--- src/rtl/triangle_unit_normal_core_macros.svh ---
// Assertion macros shared by the triangle unit normal RTL.
// Depends on nothing; files that check their own logic include it.
`ifndef TRIANGLE_UNIT_NORMAL_CORE_MACROS_SVH
`define TRIANGLE_UNIT_NORMAL_CORE_MACROS_SVH
`ifndef ASSERT_OFF
`define TUN_ASSERT(lbl, clk, rst_n, prop) \
    lbl: assert property (@(posedge clk) disable iff (!rst_n) prop) \
        else $error("tun assertion failed");
`define TUN_ASSERT_NEXT(lbl, clk, rst_n, ante, cons) \
    lbl: assert property (@(posedge clk) disable iff (!rst_n) (ante) |=> (cons)) \
        else $error("tun assertion failed");
`else
`define TUN_ASSERT(lbl, clk, rst_n, prop)
`define TUN_ASSERT_NEXT(lbl, clk, rst_n, ante, cons)
`endif
`endif

--- src/rtl/tun_pkg.sv ---
// Package of the triangle unit normal block: widths, payload types.
// Used by the front, back and top RTL files of the block; depends on nothing.
package tun_pkg;

    localparam int COORD_BITS  = 12;
    localparam int FRAC_BITS   = 14;
    localparam int OUT_BITS    = 16;
    localparam int EDGE_BITS   = COORD_BITS + 1;
    localparam int PROD_BITS   = 2 * EDGE_BITS;
    localparam int CROSS_BITS  = PROD_BITS + 1;
    localparam int MAG_BITS    = PROD_BITS;
    localparam int SUM_BITS    = 2 * MAG_BITS + 2;
    localparam int ROOT_BITS   = SUM_BITS / 2;
    localparam int REM_BITS    = ROOT_BITS + 2;
    localparam int QUOT_BITS   = FRAC_BITS + 1;
    localparam int QUEUE_DEPTH = 4;
    localparam int OUT_DEPTH   = 2;

    typedef struct packed {
        logic signed [COORD_BITS-1:0] p0_x;
        logic signed [COORD_BITS-1:0] p0_y;
        logic signed [COORD_BITS-1:0] p0_z;
        logic signed [COORD_BITS-1:0] p1_x;
        logic signed [COORD_BITS-1:0] p1_y;
        logic signed [COORD_BITS-1:0] p1_z;
        logic signed [COORD_BITS-1:0] p2_x;
        logic signed [COORD_BITS-1:0] p2_y;
        logic signed [COORD_BITS-1:0] p2_z;
    } t_tri_in;

    typedef struct packed {
        logic signed [CROSS_BITS-1:0] cx;
        logic signed [CROSS_BITS-1:0] cy;
        logic signed [CROSS_BITS-1:0] cz;
    } t_cross;

    typedef struct packed {
        logic signed [OUT_BITS-1:0] norm_x;
        logic signed [OUT_BITS-1:0] norm_y;
        logic signed [OUT_BITS-1:0] norm_z;
        logic                       degenerate;
    } t_norm_out;

endpackage

--- src/rtl/tun_front.sv ---
// Front part: takes triangles, forms both edges and their cross product.
// Depends on tun_pkg.
module tun_front (
    input  logic            i_clk,
    input  logic            i_rst_n,
    input  logic            i_push,
    input  tun_pkg::t_tri_in i_data,
    output logic            o_full,
    input  logic            i_ready,
    output logic            o_valid,
    output tun_pkg::t_cross o_data
);

    localparam int EB = tun_pkg::EDGE_BITS;
    localparam int PB = tun_pkg::PROD_BITS;
    localparam int XB = tun_pkg::CROSS_BITS;

    logic                 r_v1, r_v2, r_v3;
    logic signed [EB-1:0] r_ax, r_ay, r_az, r_bx, r_by, r_bz;
    logic signed [PB-1:0] r_p [6];
    tun_pkg::t_cross      r_c;

    assign o_full  = !i_ready;
    assign o_valid = r_v3;
    assign o_data  = r_c;

    always_ff @(posedge i_clk) begin
        if (!i_rst_n) begin
            r_v1 <= 1'b0;
            r_v2 <= 1'b0;
            r_v3 <= 1'b0;
        end else if (i_ready) begin
            r_v1 <= i_push;
            r_v2 <= r_v1;
            r_v3 <= r_v2;
        end
    end

    always_ff @(posedge i_clk) begin
        if (i_ready) begin
            r_ax <= EB'(i_data.p2_x) - EB'(i_data.p0_x);
            r_ay <= EB'(i_data.p2_y) - EB'(i_data.p0_y);
            r_az <= EB'(i_data.p2_z) - EB'(i_data.p0_z);
            r_bx <= EB'(i_data.p1_x) - EB'(i_data.p0_x);
            r_by <= EB'(i_data.p1_y) - EB'(i_data.p0_y);
            r_bz <= EB'(i_data.p1_z) - EB'(i_data.p0_z);
            r_p[0] <= PB'(r_ay) * PB'(r_bz);
            r_p[1] <= PB'(r_az) * PB'(r_by);
            r_p[2] <= PB'(r_az) * PB'(r_bx);
            r_p[3] <= PB'(r_ax) * PB'(r_bz);
            r_p[4] <= PB'(r_ax) * PB'(r_by);
            r_p[5] <= PB'(r_ay) * PB'(r_bx);
            r_c.cx <= XB'(r_p[0]) - XB'(r_p[1]);
            r_c.cy <= XB'(r_p[2]) - XB'(r_p[3]);
            r_c.cz <= XB'(r_p[4]) - XB'(r_p[5]);
        end
    end

endmodule

--- config.mk ---
export PLATFORM = sky130hd
export DESIGN_NAME = tun_front
export DESIGN_NICKNAME = d
export VERILOG_FILES = /design/src/rtl/triangle_unit_normal_core_macros.svh /design/src/rtl/tun_pkg.sv /design/src/rtl/tun_front.sv
export SDC_FILE = /design/constraint.sdc
export NUM_CORES = 2
export LEC_CHECK = 0
export BUFFER_PORTS_ARGS = -buffer_cell sky130_fd_sc_hd__buf_2
export CAP_MARGIN = 20
export CORE_UTILIZATION = 50
export DETAILED_ROUTE_END_ITERATION = 12
export PLACE_DENSITY = 0.69
export SKIP_CTS_REPAIR_TIMING = 1
export SLEW_MARGIN = 40
export SYNTH_ARGS = -nofsm -noshare
export SYNTH_HDL_FRONTEND = slang
export SYNTH_SLANG_ARGS = --single-unit
--- constraint.sdc ---
create_clock -name i_clk -period 8.1 [get_ports i_clk]
set_clock_uncertainty 0.05 [all_clocks]
set_input_delay 0.405 -clock i_clk [delete_from_list [all_inputs] [get_ports i_clk]]
set_output_delay 0.405 -clock i_clk [all_outputs]
set_load 0.01 [all_outputs]
Yosys cells after proc, flatten, opt, wreduce, memory -nomap -nowiden

Memory sizes are Yosys's and may differ from the RTL's.
Index checks and enable logic that the tools add are counted.

Add/sub/neg operators: 9
Multiply operators: 6
Multiplexer cells: 2
Reduce and logical (&&, ||, !) cells: 1

Operator list:

| operator                     | number |
|---|---|
| multiplier 13 x 13 -> 26 bit | 6 |
| subtractor 26 x 26 -> 27 bit | 3 |
| subtractor 12 x 12 -> 13 bit | 6 |
| two-way mux 1 bit            | 2 |
| zero test 1 bit              | 1 |

Flip-flop bits (word level): 162
Memory bits (writable): 156
Input bits: 112
Output and inout port bits: 83
Word-level logic and storage cells: 31
Memories kept: 1

Memory list:

| memory | depth | width | read ports | clocked after memory_dff | write ports | line            | text |
|---|---|---|---|---|---|---|---|
| r_p    | 6     | 26    | 6          | 0                        | 6           | tun_front.sv:20 | `logic signed [PB-1:0] r_p [6];` |

Longest topological paths before layout

Depth in word-level cells: 2
Mapped depth: 25
Gate-level depth less buffers: 24

Least setup slack after synthesis

No wires, ideal clock.

Path kind: reg2reg
Start: reg r_by[5]
End: mem r_p[1][24] in the netlist's numbering (data pin)
Data arrival time: 5970 ps
Data required time: 7788 ps
Slack: 1818 ps
Cell stages (with the launch flop): 21
Path through: edfxtp_1 > clkbuf_1 > clkbuf_1 > nand2_1 > fa_1 > fa_1 > inv_1 > fa_1 > fa_1 > fa_1 > fa_1 > ha_1 > a21o_1 > a21o_1 > a21oi_2 > nor2_1 > a221o_1 > or4b_1 > a31oi_1 > o21ai_1 > xor2_1

RTL lines:

| what                   | line            | text |
|---|---|---|
| from (decl)            | tun_front.sv:19 | `logic signed [EB-1:0] r_ax, r_ay, r_az, r_bx, r_by, r_bz;` |
| from (signal assigned) | tun_front.sv:45 | `r_by <= EB'(i_data.p1_y) - EB'(i_data.p0_y);` |
| to (decl)              | tun_front.sv:20 |  |

==> flow_summary.json <==
{
  "wire_per_inst_um": 18.3,
  "grt-ovfl-total": 0,
  "yosys-top-cells-count": "1202 x inv_1, 981 x fa_1, 582 x nand2_1",
  "clkSinkCount": 318,
  "cp_slowest_cell": "edfxtp_1",
  "grt_start_max_net_pins": 127,
  "fin_crit_ns": 7.00,
  "cts_buffers": 42,
  "rows": 120,
  "synth_fa_ha_area_frac": 0.492,
  "cp_slowest_stage_delay_ns": 0.82,
  "ys_top_cells_by_area": "fa_1 36%, edfxtp_1 18%, ha_1 13%",
  "synth_area_mm2": 0.0539,
  "dp_hpwl_mm": 108,
  "ys_warn_count": 0,
  "clock_path_buffers": 3,
  "timing_hold_violations_final": 0,
  "required_ns": 8.43,
  "critPathArrivalTime_ns": 7.33,
  "die-height_um": 330,
  "max_freq_ghz": 0.143,
  "worst_path_most_repeated_cell": "fa_1",
  "ant_nets": 0,
  "cp-start-kind": "flip-flop",
  "clk_latency_ns": 0.63,
  "grt_pass1_vias": 39400,
  "first_iter_violations": 2350,
  "drc": 0,
  "synth_flop_cell": "edfxtp_1",
  "place_congestion": 0.921,
  "viasPerCell": 5.27,
  "worst_pin_slew_ns": 0.909,
  "syn_nets": 7082,
  "cp_cell_sequence": "buf_4, nand2_1, fa_1, inv_1, fa_1, fa_1, fa_1, inv_1, fa_1, inv_1, ha_1, ha_1, o21a_1, o21ai_0, o21ba_2, nand2_1, a211oi_1, o31ai_1, o21ai_0, nand2b_1, a21oi_1, xnor2_1",
  "antenna_found_initial": 6,
  "synth_top_family_by_area": "adder cells",
  "initial_core_util": 0.504,
  "wirelength_mm": 129,
  "cts_root_buf": "clkbuf_16",
  "cts_tree": "done",
  "cp.depth": 22,
  "synth-xor-area-share": 0.0421,
  "syn_avg_cell_area_um2": 9.92,
  "cts-htree-levels": 2,
  "finalSetupViolCount": 0,
  "final_cell_area_mm2": 0.0584,
  "rrSetupSlack_ns": 1.10,
  "yosys.area.top_type": "fa_1",
  "nNetsFinal": 7249,
  "path_delay_family": "adder cells",
  "firstDrtPassIters": 7,
  "area.growth.synth_to_final_pct": 8.30,
  "cp-end-kind": "flip-flop",
  "dieArea_mm2": 0.109,
  "clkTransAtPathRegs_ns": 0.06,
  "vias": 37100,
  "finalCritPeriodShare": 0.864,
  "core_area_mm2": 0.107,
  "drv_slew": 0,
  "rsz0062_at_grt": "false",
  "hold_depth": 3,
  "ios": 195,
  "maxSlewHeadroom": 0.394,
  "yosysSeqAreaShare": 0.177,
  "yosys.area_share.simple": 0.132,
  "status": "finished clean",
  "synth_edf_count": 315,
  "synth_top_area_frac": 0.364,
  "synth-compound-area-share": 0.0614,
  "fin_tns_setup_ns": 0,
  "hp-class": "input port to flip-flop",
  "worstRegToRegCells": 22,
  "synth_mux_area_frac": 0.000766,
  "grt_pass1_wl_mm": 210,
  "crit_path_max_fanout": 16,
  "crit_type": "flip-flop to flip-flop",
  "syn_inst": 5437,
  "maxCapViolCount": 0,
  "synth_seq_cells": 318,
  "drive_above_1_share": 0.0696,
  "grt.total_usage": 0.249,
  "synth.most_common_cell": "inv_1",
  "async_flop_share": 0,
  "fp.dieW_um": 330,
  "place_area_mm2": 0.0568,
  "cp_num_buf_inv": 4,
  "ys_types": 79,
  "port-buffer-count": 194
}
## registers in the layout, indices dropped and copies added, names as in the netlist
register and count:
r_ay 13, r_v1 1, r_bx 13, r_by 13, r_az 13, o_valid 1, r_bz 13, r_v2 1
r_p 156, o_data 81, r_ax 13
## through the flow
| step | setup slack [ns] | instances | hold slack [ns] | util |
|---|---|---|---|---|
| CTS | 1.17 | 7026 | -0.0862 | 0.544 |
| detailed placement | 1.20 | 6952 | 0.463 | 0.531 |
| global placement | 1.21 | 6928 | 0.443 | 0.528 |
| floorplan | 1.82 | 5437 | 0.432 | - |
| global route | 0.809 | 7037 | 0.157 | 0.545 |
| finish | 1.10 | 7040 | 0.159 | 0.545 |
## cells by family after synthesis
logic type / after synthesis
muxes: 4
buffers and inverters: 1367
and+or+nand+nor: 1462
adders and majority gates: 1533
DFF: 318
AOI/OAI and AO/OA: 494
xor gates and xnor gates: 259
## layout by cell type (no fill, tap or decap), types with 8 or more instances in the layout
cell type  count
a211oi_1       9
a21oi_1      120
o21ai_0       96
buf_6         29
o31a_1        10
buf_2        193
nand3_1       27
edfxtp_1     315
fa_1         981
and2_1       448
o21ai_1       17
nor2b_1       49
xnor2_1      209
nand2b_1      50
a31o_2        11
and3_1        21
ha_1         552
nand2_1      582
buf_4         53
clkbuf_16     43
a21boi_0      20
a21boi_1      11
a31oi_1       12
a21o_1        53
xor2_1        49
o21a_1        37
inv_1       1202
o41ai_1        8
o21bai_1      19
nor2_1       225
nor3_1        23
## final timing paths
check | end | startpoint
setup / recovery | r_p[0][24] | r_bz[4]
hold reg to reg | r_v1 | r_v1
setup reg to reg | r_p[0][24] | r_bz[4]
hold / removal | r_bz[0] | i_data[72]
## cell type report
| class | instances | area (um^2) |
|---|---|---|
| multi-input cells | 3752 | 39300 |
| flip-flops and latches | 318 | 9520 |
| diodes | 3 | 7.51 |
| clock buffers | 49 | 1100 |
| clock inverters | 25 | 348 |
| repair buffers | 287 | 1880 |
| fillers | 9398 | 48700 |
| well taps | 1403 | 1760 |
| inverters | 1203 | 4520 |
## layer usage
layer,track usage,vias up,wire length [um]
met2,0.411,1032,60900
met3,0.0449,228,8650
li1,-,17100,-
met4,0.0862,6,4970
met1,0.330,18700,54500
met5,0,-,37
## tightest hold or removal path: cells and delay by family
family	cells	cell delay, ns
buf+inv	2	0.13
fa+ha+maj	1	0.11
Power is left out: the tool's default activity adds up to more than one toggle a clock period on the data nets, which glitch-free logic cannot reach.
