===== config.mk =====
export PLATFORM = sky130hd
export DESIGN_NAME = tun_queue
export DESIGN_NICKNAME = d
export VERILOG_FILES = /design/src/rtl/tun_queue.sv
export VERILOG_INCLUDE_DIRS = /design/src /design/src/rtl
export SDC_FILE = /design/constraint.sdc
export NUM_CORES = 1
export LEC_CHECK = 0
export ABC_AREA = 1
export BUFFER_PORTS_ARGS = -buffer_cell sky130_fd_sc_hd__buf_2
export CAP_MARGIN = 15
export CORE_ASPECT_RATIO = 1.4
export CORE_MARGIN = 2
export CORE_UTILIZATION = 60
export CTS_CLUSTER_SIZE = 24
export DETAILED_ROUTE_END_ITERATION = 7
export PLACE_DENSITY_LB_ADDON = 0.1
export SYNTH_ARGS = -nofsm -noshare
export SYNTH_HDL_FRONTEND = slang
export SYNTH_SLANG_ARGS = --single-unit
export TNS_END_PERCENT = 50

===== constraint.sdc =====
create_clock -name i_clk -period 3.44 [get_ports i_clk]
set_input_delay 0.688 -clock i_clk [delete_from_list [all_inputs] [get_ports i_clk]]
set_output_delay 0.688 -clock i_clk [all_outputs]
set_load 0.02 [all_outputs]

===== src/rtl/triangle_unit_normal_core_macros.svh =====
// Assertion macros shared by the triangle unit normal RTL.
// Depends on nothing; files that check their own logic include it.
`ifndef TRIANGLE_UNIT_NORMAL_CORE_MACROS_SVH
`define TRIANGLE_UNIT_NORMAL_CORE_MACROS_SVH
`ifndef ASSERT_OFF
`define TUN_ASSERT(lbl, clk, rst_n, prop) \
    lbl: assert property (@(posedge clk) disable iff (!rst_n) prop) \
        else $error("tun assertion failed");
`define TUN_ASSERT_NEXT(lbl, clk, rst_n, ante, cons) \
    lbl: assert property (@(posedge clk) disable iff (!rst_n) (ante) |=> (cons)) \
        else $error("tun assertion failed");
`else
`define TUN_ASSERT(lbl, clk, rst_n, prop)
`define TUN_ASSERT_NEXT(lbl, clk, rst_n, ante, cons)
`endif
`endif


===== src/rtl/tun_queue.sv =====
// Small first-in first-out queue of flip-flops with push/full, pop/empty.
// Depends on the assertion macro header.
`include "triangle_unit_normal_core_macros.svh"
module tun_queue #(
    parameter int WIDTH = 8,
    parameter int DEPTH = 4
) (
    input  logic             i_clk,
    input  logic             i_rst_n,
    input  logic             i_push,
    input  logic [WIDTH-1:0] i_data,
    output logic             o_full,
    input  logic             i_pop,
    output logic             o_empty,
    output logic [WIDTH-1:0] o_data
);

    localparam int PW = (DEPTH > 1) ? $clog2(DEPTH) : 1;
    localparam int CW = $clog2(DEPTH + 1);

    logic [WIDTH-1:0] r_mem [DEPTH];
    logic [PW-1:0]    r_wr, r_rd;
    logic [CW-1:0]    r_count;
    logic             do_push, do_pop;

    assign o_full  = (r_count == CW'(DEPTH));
    assign o_empty = (r_count == '0);
    assign do_push = i_push && !o_full;
    assign do_pop  = i_pop && !o_empty;
    assign o_data  = r_mem[r_rd];

    always_ff @(posedge i_clk) begin
        if (!i_rst_n) begin
            r_wr    <= '0;
            r_rd    <= '0;
            r_count <= '0;
        end else begin
            if (do_push) begin
                r_wr <= (r_wr == PW'(DEPTH - 1)) ? '0 : r_wr + 1'b1;
            end
            if (do_pop) begin
                r_rd <= (r_rd == PW'(DEPTH - 1)) ? '0 : r_rd + 1'b1;
            end
            if (do_push && !do_pop) begin
                r_count <= r_count + 1'b1;
            end else if (do_pop && !do_push) begin
                r_count <= r_count - 1'b1;
            end
        end
    end

    always_ff @(posedge i_clk) begin
        if (do_push) begin
            r_mem[r_wr] <= i_data;
        end
    end

    `TUN_ASSERT(a_count_bound, i_clk, i_rst_n, r_count <= CW'(DEPTH))
    `TUN_ASSERT_NEXT(a_count_hold, i_clk, i_rst_n, !do_push && !do_pop, $stable(r_count))
    `TUN_ASSERT_NEXT(a_pop_only, i_clk, i_rst_n, do_pop && !do_push, r_count == $past(r_count) - 1'b1)

endmodule


* Word level (Yosys, flattened, before mapping)
Memories as Yosys holds them, arrays and structs flattened. A register that Yosys moved wholly into a read port is not among the register bits.
Index checks and enable logic that the tools add are counted.
Widths: inputs -> output; s select.
** Cells by class
- Bitwise gates (word level) :: 0
- Magnitude comparators :: 0
- Div/mod/pow operators :: 0
- Mux-type cells :: 8
- Equal/unequal tests :: 3
- Multiply operators :: 0
- Add/subtract/negate cells :: 4
- Reductions and logical operators :: 10
- Shift-type cells :: 0
** Operator list (count)
- $mux 2 :: 4
- $mux 3 :: 2
- $add 2x1->2 const B :: 2
- $eq 2x2->1 const B :: 2
- $logic_and 1x1->1 :: 4
- $logic_not 1->1 :: 4
- $add 3x1->3 const B :: 1
- $eq 3x3->1 const B :: 1
- $logic_not 3->1 :: 1
- $sub 3x1->3 const B :: 1
- $mux 1 :: 2
- $reduce_bool 2->1 :: 1
** Word-level totals
- Bits in read-only memories :: 0
- Output and inout port bits :: 10
- Register bits after elaboration :: 7
- Latch bits :: 0
- Memories kept :: 1
- Memory bits (writable) :: 32
** Memory list
- r_mem :: depth 4, width 8, read ports 1, clocked after Yosys merged registers in 1, write ports 1, RTL line tun_queue.sv:21 : logic [WIDTH-1:0] r_mem [DEPTH];

* Logic depth before layout (Yosys ltp)
Gate-level depths: netlist of the first run.
- Word-level depth :: 7
- Depth in mapped cells :: 13
- Depth with buffers taken out :: 13

* Least setup slack after synthesis of the first run
OpenSTA, ideal clock, no wires.
- Path type :: input to register
- Start :: input port i_push
- End :: register r_count[1]
- Stages on the path :: 7
- Buffers on the path :: 0
- Slack :: 1.634 ns
- Arrival time :: 1.691 ns
- Cell sequence :: nand2_2 inv_1 ha_1 inv_1 fa_1 o21ai_0 nor2_1
** Between the ends
- Longest elaborated chain between the ends :: 4
- Elaborated cells between the ends (all ways) :: 6
- Those cells by class :: 1 x mux; 5 x reduce/logical
** Ends and longest elaborated chain
- from (decl) :: RTL line tun_queue.sv:10 : input logic i_push,
- $logic_and 1x1->1 * :: RTL line tun_queue.sv:28 : assign do_push = i_push && !o_full;
- via do_push :: RTL line tun_queue.sv:24 : logic do_push, do_pop;
- $logic_not 1->1 :: RTL line tun_queue.sv:46 : end else if (do_pop && !do_push) begin
- $logic_and 1x1->1 :: RTL line tun_queue.sv:46
- $reduce_bool 2->1 (no source line)
- to (signal assigned) :: RTL line tun_queue.sv:45 : r_count <= r_count + 1'b1;
- to (signal assigned) :: RTL line tun_queue.sv:47 : r_count <= r_count - 1'b1;
- to (decl) :: RTL line tun_queue.sv:23 : logic [CW-1:0] r_count;
The timed path passes the listed nets; every way through them passes the cells marked *.
A chain may end at the register's enable or synchronous reset.

==> results of run 1 <==
[power by group through the flow]
stage	registers, mW	logic [mW]	clock network, mW
4_1_cts	0.676	0.504	0.300
3_3_place_gp	0.686	0.467	0
2_1_floorplan	0.665	0.380	0
5_1_grt	0.686	0.565	0.319
6_report	0.676	0.500	0.293
3_5_place_dp	0.688	0.502	0
[cell type report]
type / instances / area (um^2) / area share (%)
flip-flops and latches: 41 / 1140 / 59.9
well taps: 36 / 45.0 / 2.37
repair buffers: 21 / 105 / 5.52
clock inverters: 1 / 7.51 / 0.394
multi-input cells: 86 / 458 / 24.0
clock buffers: 7 / 76.3 / 4.01
inverters: 19 / 71.3 / 3.75
[registers in the layout (all words and copies together) (netlist names), named ones only]
register,count
r_mem,32
r_count,3
r_rd,2
r_wr,2
[how the worst max path moves through the flow]
| stage | to | depth (start not counted) | startpoint |
|---|---|---|---|
| global placement | o_data[4] | 4 | register |
| finish | o_data[2] | 4 | register |
| global route | o_data[0] | 4 | register |
| CTS | o_data[0] | 4 | register |
| floorplan | r_count[1] | 7 | i_push |
| detailed placement | o_data[0] | 4 | register |
[worst max-delay path: stages (launching register included)]
cell and delay [ns]:
dfxtp_1 0.68, inv_2 0.26, o21ai_0 0.26, o22ai_1 0.11, buf_2 0.17
[cell usage after synthesis]
master / number
inv_2: 1
o22ai_1: 8
nand4_1: 1
inv_1: 18
fa_1: 1
nor2_1: 33
nand2_2: 1
buf_6: 2
ha_1: 6
o21ai_1: 1
o21ai_2: 3
a21oi_1: 2
nand2_1: 14
dfxtp_1: 9
nand3b_1: 1
edfxtp_1: 32
o21ai_0: 14
nand3_1: 1
[routing by layer]
layer / part of all wire (%) / GRT usage, % / wire length, um / up-vias
met5: 0 / 0 / 0 / -
met4: 1.6 / 9.64 / 46 / 0
met3: 3.4 / 5.61 / 95 / 4
met2: 53 / 36.1 / 1480 / 23
met1: 42 / 22.5 / 1190 / 536
li1: - / - / - / 558
[per-stage QoR]
step | setup WS (ns) | utilization (%) | power, mW | hold WS, ns | std cells
after floorplan | 1.63 | - | 1.05 | 0.480 | 148
after global placement | 1.44 | 68.9 | 1.15 | 0.497 | 203
after detailed placement | 1.30 | 68.9 | 1.19 | 0.507 | 203
after CTS | 0.926 | 72.1 | 1.48 | 0.526 | 211
after global routing | 0.799 | 72.1 | 1.57 | 0.526 | 211
final | 0.926 | 72.1 | 1.47 | 0.522 | 211
[cell families after synthesis]
kind of cell,share of synthesized area [%]
AOI/OAI and AO/OA,9.53
adders and majority gates,5.62
buffers and inverters,5.54
DFF,67.4
and+or+nand+nor,11.9
==> results.txt, run 1 <==
----------------------------------------------------
[Power]
  Internal Pwr Total ... 0.928 mW
  Portion of total power attributed to sequential cells ... 46.0%
  Switching component of the power ... 0.541 mW
  Switching share of total power ... 36.8%
  Power density over the cells ... 772 mW/mm^2
  Total leakage power ... 0.775 nW
  IR drop worst, VDD ... 0.589 mV
  Clock Power Share ... 20.0%
  Portion of total power attributed to combinational logic ... 34.0%

[Cells and area]
  Most used cells in the layout excluding fill and tap cells ... nor2_1, edfxtp_1, buf_2
  # nets final ... 193
  Proportion of layout cells with a drive suffix above 1 ... 19.4%
  # diodes ... 0
  Most common library cell in the layout ignoring fill and taps ... nor2_1
  Synth-to-layout area growth ... 12.5%
  Final instance area ... 0.00190 mm^2
  Fill cell instance count of the final layout ... 210

[Timing]
  Final slew viol count ... 0
  Final number of setup-violating endpoints ... 0
  Worst clock skew ... 0.00867 ns
  Max transition margin ... 48.9%
  Slew of the pin with the lowest slew margin ... 0.763 ns
  Min Clock Period, post-route ... 2.51 ns
  F_max ... 0.398 GHz
  Tcrit/Tclk final ... 73.1%
  Post-route setup TNS ... 0 ns
  Fin. Hold Viols ... 0
  RSZ-0062 raised after global routing ... false

[Setup path]
  Type of the worst setup path ... reg -> out
  Register-to-register setup slack ... 1.53 ns
  Largest fanout on the critical path ... 17
  Critical Path AT ... 1.83 ns
  Crit path capture type ... output pin
  Category of the worst setup path launch point ... register
  Worst reg2reg path depth ... 9
  R2r endpoint ... r_count[1]
  Data required time at the worst endpoint ... 2.75 ns
  R2R Path Start ... r_count[1]

[Clock network]
  CTS-repair resized insts ... 0
  Clk root buf ... clkbuf_4
  Clock latency on the worst-skew pair ... 0.34 ns
  Count of hold buffers inserted by post-cts repair ... 0
  Longest Clk Path Bufs ... 2
  Number of sinks driven by the clock tree ... 41
  CTS tree ... built
  Htree depth ... 2
  Clock slew at reported path FFs ... 0.11 ns
  Total clock buffers created by CTS ... 5
  Buffers inserted by post-CTS timing repair ... 0

[Hold path]
  Path class of the lowest-slack min-delay path ... reg -> reg
  Hold path depth ... 2
  Worst hold path startpoint ... r_count[0]
  Hold Path End ... r_count[0]

[Yosys]
  Instance count of the mapped netlist ... 148
  Syn avg cell area ... 11.4 um^2
  Share of synthesized area occupied by flip-flops and latches ... 67.4%
  Yosys cell types ... 18
  Mapped Nets ... 167
  Post-synthesis instance area ... 0.00169 mm^2
  Largest cells by area after synthesis ... edfxtp_1, dfxtp_1, nor2_1
  Number of warnings issued by yosys ... 0
  Post-synthesis cell type with the largest combined area ... edfxtp_1
  Synth Register Bits ... 41
  Proportion of netlist area held by the largest area contributor ... 56.8%

[Drt]
  Remaining routing DRC violations ... 0
  Starting DRT DRC Count ... 31
  Count of antenna-violating nets left after detailed routing ... 0
  Average vias per placed instance ... 5.31
  Final WL ... 2810 um
  First-pass DRT Iterations ... 4
  Via count of the routed design ... 1,121
  Average wire length per cell after detail routing ... 13.3 um

[Global routing]
  Vias in the first global route ... 1,056
  Pin count of the biggest net entering global routing ... 18
  Total global routing overflow ... 0
  Total routing usage reported by global routing ... 20.3%
  Wire length of the first global-routing pass ... 4730 um
  Initial antenna violation count ... 0

[Die]
  Starting Density ... 64.1%
  Y dimension of the die ... 66.9 um
  Horizontal die dimension ... 48.9 um
  Row Count ... 22
  Die Area ... 0.00327 mm^2
  I/O pin cnt ... 22
  Core area ... 0.00264 mm^2

[Run status]
  Result of the run ... finished, final reports clean

[Flow run]
  Max-capacitance violation count ... 0

[Place]
  Weighted congestion reported at the end of routability-driven placement ... 0.804
  Post-detailed-placement half-perimeter wirelength ... 1980 um
  Placement-stage cell area ... 0.00182 mm^2
  Input/output buffers ... 21

----------------------------------------------------
(Power assumes the default switching activity.)
==> inputs of run 2 (changes only) <==
--- a/config.mk
+++ b/config.mk
@@ -11,7 +11,7 @@
 export CAP_MARGIN = 15
 export CORE_ASPECT_RATIO = 1.4
 export CORE_MARGIN = 2
-export CORE_UTILIZATION = 60
+export CORE_UTILIZATION = 50
 export CTS_CLUSTER_SIZE = 24
 export DETAILED_ROUTE_END_ITERATION = 7
 export PLACE_DENSITY_LB_ADDON = 0.1
==> constraint.sdc (replaced) <==
create_clock -name i_clk -period 2.1 [get_ports i_clk]
set_input_delay 0.42 -clock i_clk [delete_from_list [all_inputs] [get_ports i_clk]]
set_output_delay 0.42 -clock i_clk [all_outputs]
set_load 0.02 [all_outputs]
==> run 2 against run 1 <==
  * Clock power increased by 95%
  * Utilization decreased by 13 points
  * First-iteration DRC count decreased by 52%
  * Total power increased by 71%
  * Highest routed layer unchanged
==> results.txt, run 2 (synthesis results as in run 1) <==
----------------------------------------------------
[Drt]
  Remaining routing DRC violations ... 0 (unchanged)
  First-pass DRT Iterations ... 4 (unchanged)
  Average wire length per cell after detail routing ... 13.0 um (-2.1%)
  Final WL ... 2870 um (+2.1%)
  Average vias per placed instance ... 5.05 (-4.9%)
  Via count of the routed design ... 1,111 (-0.89%)
  Starting DRT DRC Count ... 15 (-52%)
  Count of antenna-violating nets left after detailed routing ... 0 (unchanged)

[Cells and area]
  Synth-to-layout area growth ... 16.5%
  Proportion of layout cells with a drive suffix above 1 ... 21.7% (+2.2 points)
  Fill cell instance count of the final layout ... 288 (+37%)
  Most common library cell in the layout ignoring fill and taps ... nor2_1
  # diodes ... 0 (unchanged)
  Final instance area ... 0.00197 mm^2 (+3.5%)
  Registers with the most flip-flops ... r_mem: 32 flops, r_count: 3 flops
  Biggest register ... r_mem
  # nets final ... 198 (+2.6%)
  Final core utilization ... 59.5% (-13 points)
  Most used cells in the layout excluding fill and tap cells ... nor2_1, edfxtp_1, buf_2
  Flip-flop count of the largest register, all copies and words added ... 32 (unchanged)
  Non-filler instance count after layout ... 220 (+4.3%)

[Die]
  I/O pin cnt ... 22 (unchanged)
  Row Count ... 25 (+14%)
  Y dimension of the die ... 72.9 um (+9.0%)
  Starting Density ... 51.1% (-13 points)
  Horizontal die dimension ... 53.2 um (+8.8%)
  Die Area ... 0.00387 mm^2 (+19%)
  Core area ... 0.00332 mm^2 (+25%)

[Timing]
  Min Clock Period, post-route ... 1.90 ns
  Slew of the pin with the lowest slew margin ... 0.335 ns (-0.429 ns)
  Fin. Hold Viols ... 0 (unchanged)
  Final number of setup-violating endpoints ... 0 (unchanged)
  Post-route setup TNS ... 0 ns (unchanged)
  Tcrit/Tclk final ... 90.5%
  Max transition margin ... 77.7% (+29 points)
  Worst clock skew ... 0.00991 ns (+0.00124 ns)
  Final slew viol count ... 0 (unchanged)
  F_max ... 0.526 GHz
  RSZ-0062 raised after global routing ... false
  Worst setup slack after layout ... 0.199 ns (-0.727 ns)

[Setup path]
  Data required time at the worst endpoint ... 1.68 ns (-1.07 ns)
  Critical-path cell list ... buf_4, o21ai_0, o22ai_1, buf_2
  Category of the worst setup path launch point ... register
  CP max stage cell ... dfxtp_1
  Crit path capture type ... output pin
  Largest fanout on the critical path ... 10 (-7)
  Critical Path AT ... 1.48 ns (-0.35 ns)
  Delay of the slowest cell on the worst path ... 0.49 ns (-0.19 ns)
  R2R Path Start ... r_count[1]
  Type of the worst setup path ... reg -> out

[Global routing]
  Met2 track utilization from global routing ... 31.8% (-4.3 points)
  GR Layer Usage met1 ... 15.5% (-7.0 points)
  Layer with the highest usage ... met2
  Vias in the first global route ... 1,068 (+1.1%)
  Total routing usage reported by global routing ... 17.0% (-3.3 points)
  Total global routing overflow ... 0 (unchanged)
  Pin count of the biggest net entering global routing ... 17 (-1)
  Wire length of the first global-routing pass ... 4450 um (-6.0%)
  Met3 usage ... 5.33% (-0.28 points)
  Initial antenna violation count ... 0 (unchanged)

[Place]
  Placement-stage cell area ... 0.00186 mm^2 (+2.3%)
  Post-detailed-placement half-perimeter wirelength ... 2060 um (+4.0%)
  Worst slack after detailed placement ... 0.240 ns (-1.06 ns)
  Input/output buffers ... 21 (unchanged)
  Placed Cells incl. Taps ... 212 (+4.4%)
  Weighted congestion reported at the end of routability-driven placement ... 0.743 (-7.6%)

[Clock network]
  CTS tree ... built
  Total clock buffers created by CTS ... 5 (unchanged)
  CTS-repair resized insts ... 0 (unchanged)
  Buffers inserted by post-CTS timing repair ... 0 (unchanged)
  Clk root buf ... clkbuf_8
  Clock latency on the worst-skew pair ... 0.29 ns (-0.05 ns)
  Count of hold buffers inserted by post-cts repair ... 0 (unchanged)
  Clock slew at reported path FFs ... 0.08 ns (-0.03 ns)
  Longest Clk Path Bufs ... 2 (unchanged)
  Htree depth ... 2 (unchanged)
  Number of sinks driven by the clock tree ... 41 (unchanged)

[Run status]
  Result of the run ... finished, final reports clean

[Hold path]
  Path class of the lowest-slack min-delay path ... in -> reg
  Worst hold path startpoint ... i_data[0]

[Power]
  Total leakage power ... 0.815 nW (+5.2%)
  Power density over the cells ... 1280 mW/mm^2 (+65%)
  IR drop worst, VDD ... 0.848 mV (+44%)

[Flow run]
  Max-capacitance violation count ... 0 (unchanged)

----------------------------------------------------
run 2: cell types whose count changed in the layout (fill, tap and decap cells not counted), sizes merged:
cell      previous run  this run
clkbuf               7         6
buf                 21        26
inv                 19        20
clkinv               0         1
clkinvlp             1         0
run 2: path summary, 6_finish.rpt:
check                           slack [ns]  cells after the start          end
worst max-delay path                  0.20                      4    o_data[1]
worst min-delay path                  0.34                      1  r_mem[3][0]
worst max register to register        0.21                      9   r_count[1]
worst min register to register        0.52                      2   r_count[0]
run 2: worst max-delay path, delay by kind of cell (launching register included):
| kind | cells | cell delay, ns |
|---|---|---|
| AOI/OAI and AO/OA | 2 | 0.28 |
| buffers and inverters | 2 | 0.42 |
| DFF | 1 | 0.49 |
run 2: stage by stage:
stage	power (mW)	hold WS [ns]
after CTS	2.54	0.324
after global placement	1.93	0.492
final	2.52	0.340
after global routing	2.69	0.332
after floorplan	1.71	0.480
after detailed placement	1.97	0.510
run 2: final cells by class:
cell class	count	area (um^2)	area share [%]
inverters	19	71.3	3.62
repair buffers	26	143	7.23
clock inverters	2	15.0	0.761
multi-input cells	86	458	23.2
flip-flops and latches	41	1140	57.9
well taps	40	50.0	2.54
clock buffers	6	93.8	4.76
run 2: layer usage:
layer / up-vias / share of wire (%)
met5: - / 0
met4: 0 / 0.84
met3: 2 / 4.2
met2: 27 / 57
met1: 521 / 38
li1: 561 / -
run 2: power breakdown:
| part | internal, mW | leakage (nW) | switching (mW) |
|---|---|---|---|
| Clock | 0.308 | 0.0569 | 0.262 |
| Sequential | 1.01 | 0.368 | 0.0899 |
| Combinational | 0.295 | 0.391 | 0.552 |
| Total | 1.61 | 0.815 | 0.904 |
==> inputs of run 3 (changes only) <==
--- a/config.mk
+++ b/config.mk
@@ -6,7 +6,6 @@
 export SDC_FILE = /design/constraint.sdc
 export NUM_CORES = 1
 export LEC_CHECK = 0
-export ABC_AREA = 1
 export BUFFER_PORTS_ARGS = -buffer_cell sky130_fd_sc_hd__buf_2
 export CAP_MARGIN = 15
 export CORE_ASPECT_RATIO = 1.4
==> run 3 against run 2 <==
  * Maximum frequency shrank 3.0%
  * Via count fell by 25%
  * Die area fell by 3.5%
  * Flip-flop and latch count is the same
  * Critical path depth is 4 higher
  * Combinational power down 22%
  * Utilization up 3.0 points
  * Global-route usage is 1.5 points lower
  * Setup slack got worse by 0.059 ns
  * Cell area is 1.1% lower
  * Register-to-register slack worse by 0.07 ns
  * Hold slack gained 0.0091 ns
  * Critical endpoint is now r_count[2]
  * Largest power group unchanged
==> results.txt, run 3 <==
----------------------------------------------------
[Run status]
  Result of the run ... finished, final reports clean

[Power]
  IR drop worst, VDD ... 0.769 mV (-9.3%)
  Switching share of total power ... 27.7% (-8.2 points)
  Internal Pwr Total ... 1.75 mW (+8.4%)
  Power density over the cells ... 1240 mW/mm^2 (-2.8%)
  Overall Power ... 2.42 mW (-3.9%)
  Total leakage power ... 0.718 nW (-12%)
  Portion of total power attributed to combinational logic ... 27.5% (-6.2 points)
  Switching component of the power ... 0.670 mW (-26%)
  Clock Power Share ... 27.6% (+4.9 points)
  Portion of total power attributed to sequential cells ... 44.9% (+1.2 points)

[Timing]
  Fin. Hold Viols ... 0 (unchanged)
  Final number of setup-violating endpoints ... 0 (unchanged)
  Worst clock skew ... 0.00368 ns (-0.00623 ns)
  F_max ... 0.510 GHz (-3.0%)
  Min Clock Period, post-route ... 1.96 ns (+0.0594 ns)
  Max transition margin ... 71.5% (-6.2 points)
  Tcrit/Tclk final ... 93.4% (+2.8 points)
  Post-route setup TNS ... 0 ns (unchanged)
  Slew of the pin with the lowest slew margin ... 0.428 ns (+0.0933 ns)
  RSZ-0062 raised after global routing ... false
  Final slew viol count ... 0 (unchanged)

[Hold path]
  Hold path depth ... 1 (unchanged)
  Worst hold path startpoint ... i_data[3]
  Path class of the lowest-slack min-delay path ... in -> reg
  Hold Path End ... r_mem[3][3]

[Global routing]
  Total global routing overflow ... 0 (unchanged)
  Vias in the first global route ... 837 (-22%)
  Pin count of the biggest net entering global routing ... 14 (-3)
  Total routing usage reported by global routing ... 15.6% (-1.5 points)
  Initial antenna violation count ... 0 (unchanged)
  Wire length of the first global-routing pass ... 4010 um (-9.9%)

[Setup path]
  Critical Path AT ... 2.17 ns (+0.69 ns)
  Largest fanout on the critical path ... 5 (-5)
  R2R Path Start ... r_count[2]
  Data required time at the worst endpoint ... 2.31 ns (+0.63 ns)
  Crit path capture type ... register
  Register-to-register setup slack ... 0.14 ns (-0.07 ns)
  Worst reg2reg path depth ... 8 (-1)
  Type of the worst setup path ... reg -> reg
  Category of the worst setup path launch point ... register
  R2r endpoint ... r_count[2]

[Die]
  Starting Density ... 52.2% (+1.1 points)
  Horizontal die dimension ... 52.3 um (-1.7%)
  Core area ... 0.00312 mm^2 (-5.8%)
  I/O pin cnt ... 22 (unchanged)
  Y dimension of the die ... 71.6 um (-1.8%)
  Row Count ... 24 (-4.0%)
  Die Area ... 0.00374 mm^2 (-3.5%)

[Clock network]
  Clk root buf ... clkbuf_8
  Number of sinks driven by the clock tree ... 41 (unchanged)
  Clock slew at reported path FFs ... 0.07 ns (about the same)
  Total clock buffers created by CTS ... 5 (unchanged)
  Clock latency on the worst-skew pair ... 0.28 ns (about the same)
  Htree depth ... 2 (unchanged)
  Count of hold buffers inserted by post-cts repair ... 0 (unchanged)
  Longest Clk Path Bufs ... 2 (unchanged)
  CTS tree ... built

[Cells and area]
  Synth-to-layout area growth ... 19.6%
  Non-filler instance count after layout ... 161 (-27%)
  Registers with the most flip-flops ... r_mem: 32 flops, r_count: 3 flops
  # nets final ... 140 (-29%)
  Final instance area ... 0.00195 mm^2 (-1.1%)
  Proportion of layout cells with a drive suffix above 1 ... 39.3% (+18 points)
  # diodes ... 0 (unchanged)
  Most common library cell in the layout ignoring fill and taps ... edfxtp_1
  Biggest register ... r_mem
  Fill cell instance count of the final layout ... 242 (-16%)
  Flip-flop count of the largest register, all copies and words added ... 32 (unchanged)
  Most used cells in the layout excluding fill and tap cells ... edfxtp_1, buf_2, mux4_2

[Yosys]
  Post-synthesis instance area ... 0.00163 mm^2 (-3.7%)
  Largest cells by area after synthesis ... edfxtp_1, dfxtp_1, mux4_2
  Syn avg cell area ... 17.5 um^2 (+53%)
  Most used standard cell by instance count after synthesis ... edfxtp_1
  Mapped Nets ... 112 (-33%)
  Instance count of the mapped netlist ... 93 (-37%)
  Commonest cells post-synth ... edfxtp_1, dfxtp_1, mux4_2
  Number of warnings issued by yosys ... 0 (unchanged)
  Synth Register Bits ... 41 (unchanged)
  Share of synthesized area occupied by flip-flops and latches ... 70.0% (+2.6 points)
  Leading register cell type out of synthesis ... edfxtp_1
  Async set-or-reset flop fraction in the synthesized netlist ... 0% (unchanged)
  Proportion of netlist area held by the largest area contributor ... 58.9% (+2.2 points)
  Count of flip-flops with a built-in enable after synthesis ... 32 (unchanged)
  Yosys cell types ... 23 (+5)
  Post-synthesis cell type with the largest combined area ... edfxtp_1

[Drt]
  Final WL ... 2320 um (-19%)
  Starting DRT DRC Count ... 19 (+4)
  First-pass DRT Iterations ... 4 (unchanged)
  Count of antenna-violating nets left after detailed routing ... 0 (unchanged)
  Via count of the routed design ... 832 (-25%)
  Remaining routing DRC violations ... 0 (unchanged)
  Average vias per placed instance ... 5.17 (+2.3%)
  Average wire length per cell after detail routing ... 14.4 um (+11%)

[Place]
  Placement-stage cell area ... 0.00180 mm^2 (-3.6%)
  Input/output buffers ... 21 (unchanged)
  Placed Cells incl. Taps ... 153 (-28%)
  Weighted congestion reported at the end of routability-driven placement ... 0.659 (-11%)

[Flow run]
  Max-capacitance violation count ... 0 (unchanged)

----------------------------------------------------
run 3: cells by family after synthesis:
family                     share of synthesized area, %
adders and majority gates                          5.83
and+or+nand+nor                                    6.60
DFF                                                70.0
AOI/OAI and AO/OA                                  1.84
muxes                                              12.9
buffers and inverters                              1.76
xor gates and xnor gates                           1.07
run 3: critical path, stage by stage, from the launching register on:
cell      delay [ns]
dfxtp_4         0.36
nor3b_2         0.16
nor2b_1         0.17
ha_2            0.21
inv_1           0.05
fa_2            0.33
xor2_1          0.16
or3_1           0.30
a21boi_1        0.14
run 3: repair_timing:
action	in CTS	in global routing
setup buffers	0	0
setup endpoints to repair	1	1
gates resized for setup	1	8
gates cloned	0	0
run 3: worst max path at each step:
stage	end	from	slack, ns
after floorplan	r_count[2]	r_count[0]	0.007
after global routing	r_count[2]	r_count[2]	0.02
after CTS	r_count[2]	r_count[1]	0.04
after global placement	r_count[2]	r_count[1]	0.13
after detailed placement	r_count[2]	r_count[1]	-0.02
final	r_count[2]	r_count[2]	0.14
run 3: routing by layer:
metal | vias up | share of wire (%) | wire length [um] | GRT usage, %
li1 | 402 | - | - | -
met5 | - | 0 | 0 | 0
met3 | 2 | 5.6 | 130 | 6.46
met2 | 21 | 53 | 1230 | 24.3
met4 | 0 | 1.0 | 24 | 6.84
met1 | 407 | 40 | 932 | 18.9
run 3: final cells by class:
| type | count | area (um^2) | area share (%) |
|---|---|---|---|
| inverter | 3 | 11.3 | 0.577 |
| clock inverter | 2 | 35.0 | 1.80 |
| timing repair buffer | 25 | 135 | 6.93 |
| sequential | 41 | 1150 | 58.8 |
| clock buffer | 6 | 93.8 | 4.81 |
| multi-input combinational | 45 | 479 | 24.6 |
| tap | 39 | 48.8 | 2.50 |
run 3: through the flow:
stage | hold WS [ns] | utilization [%] | setup WS, ns
final | 0.349 | 62.5 | 0.139
after global routing | 0.336 | 62.5 | 0.0213
after CTS | 0.337 | 61.8 | 0.0386
after detailed placement | 0.491 | 57.5 | -0.0183
after global placement | 0.485 | 57.5 | 0.134
after floorplan | 0.468 | - | 0.00705
run 3: power groups by stage:
stage | combinational, mW | clock (mW) | sequential [mW]
2_1_floorplan | 0.481 | 0 | 1.06
3_3_place_gp | 0.644 | 0 | 1.08
3_5_place_dp | 0.659 | 0 | 1.09
4_1_cts | 0.663 | 0.685 | 1.07
5_1_grt | 0.739 | 0.717 | 1.10
6_report | 0.664 | 0.668 | 1.09
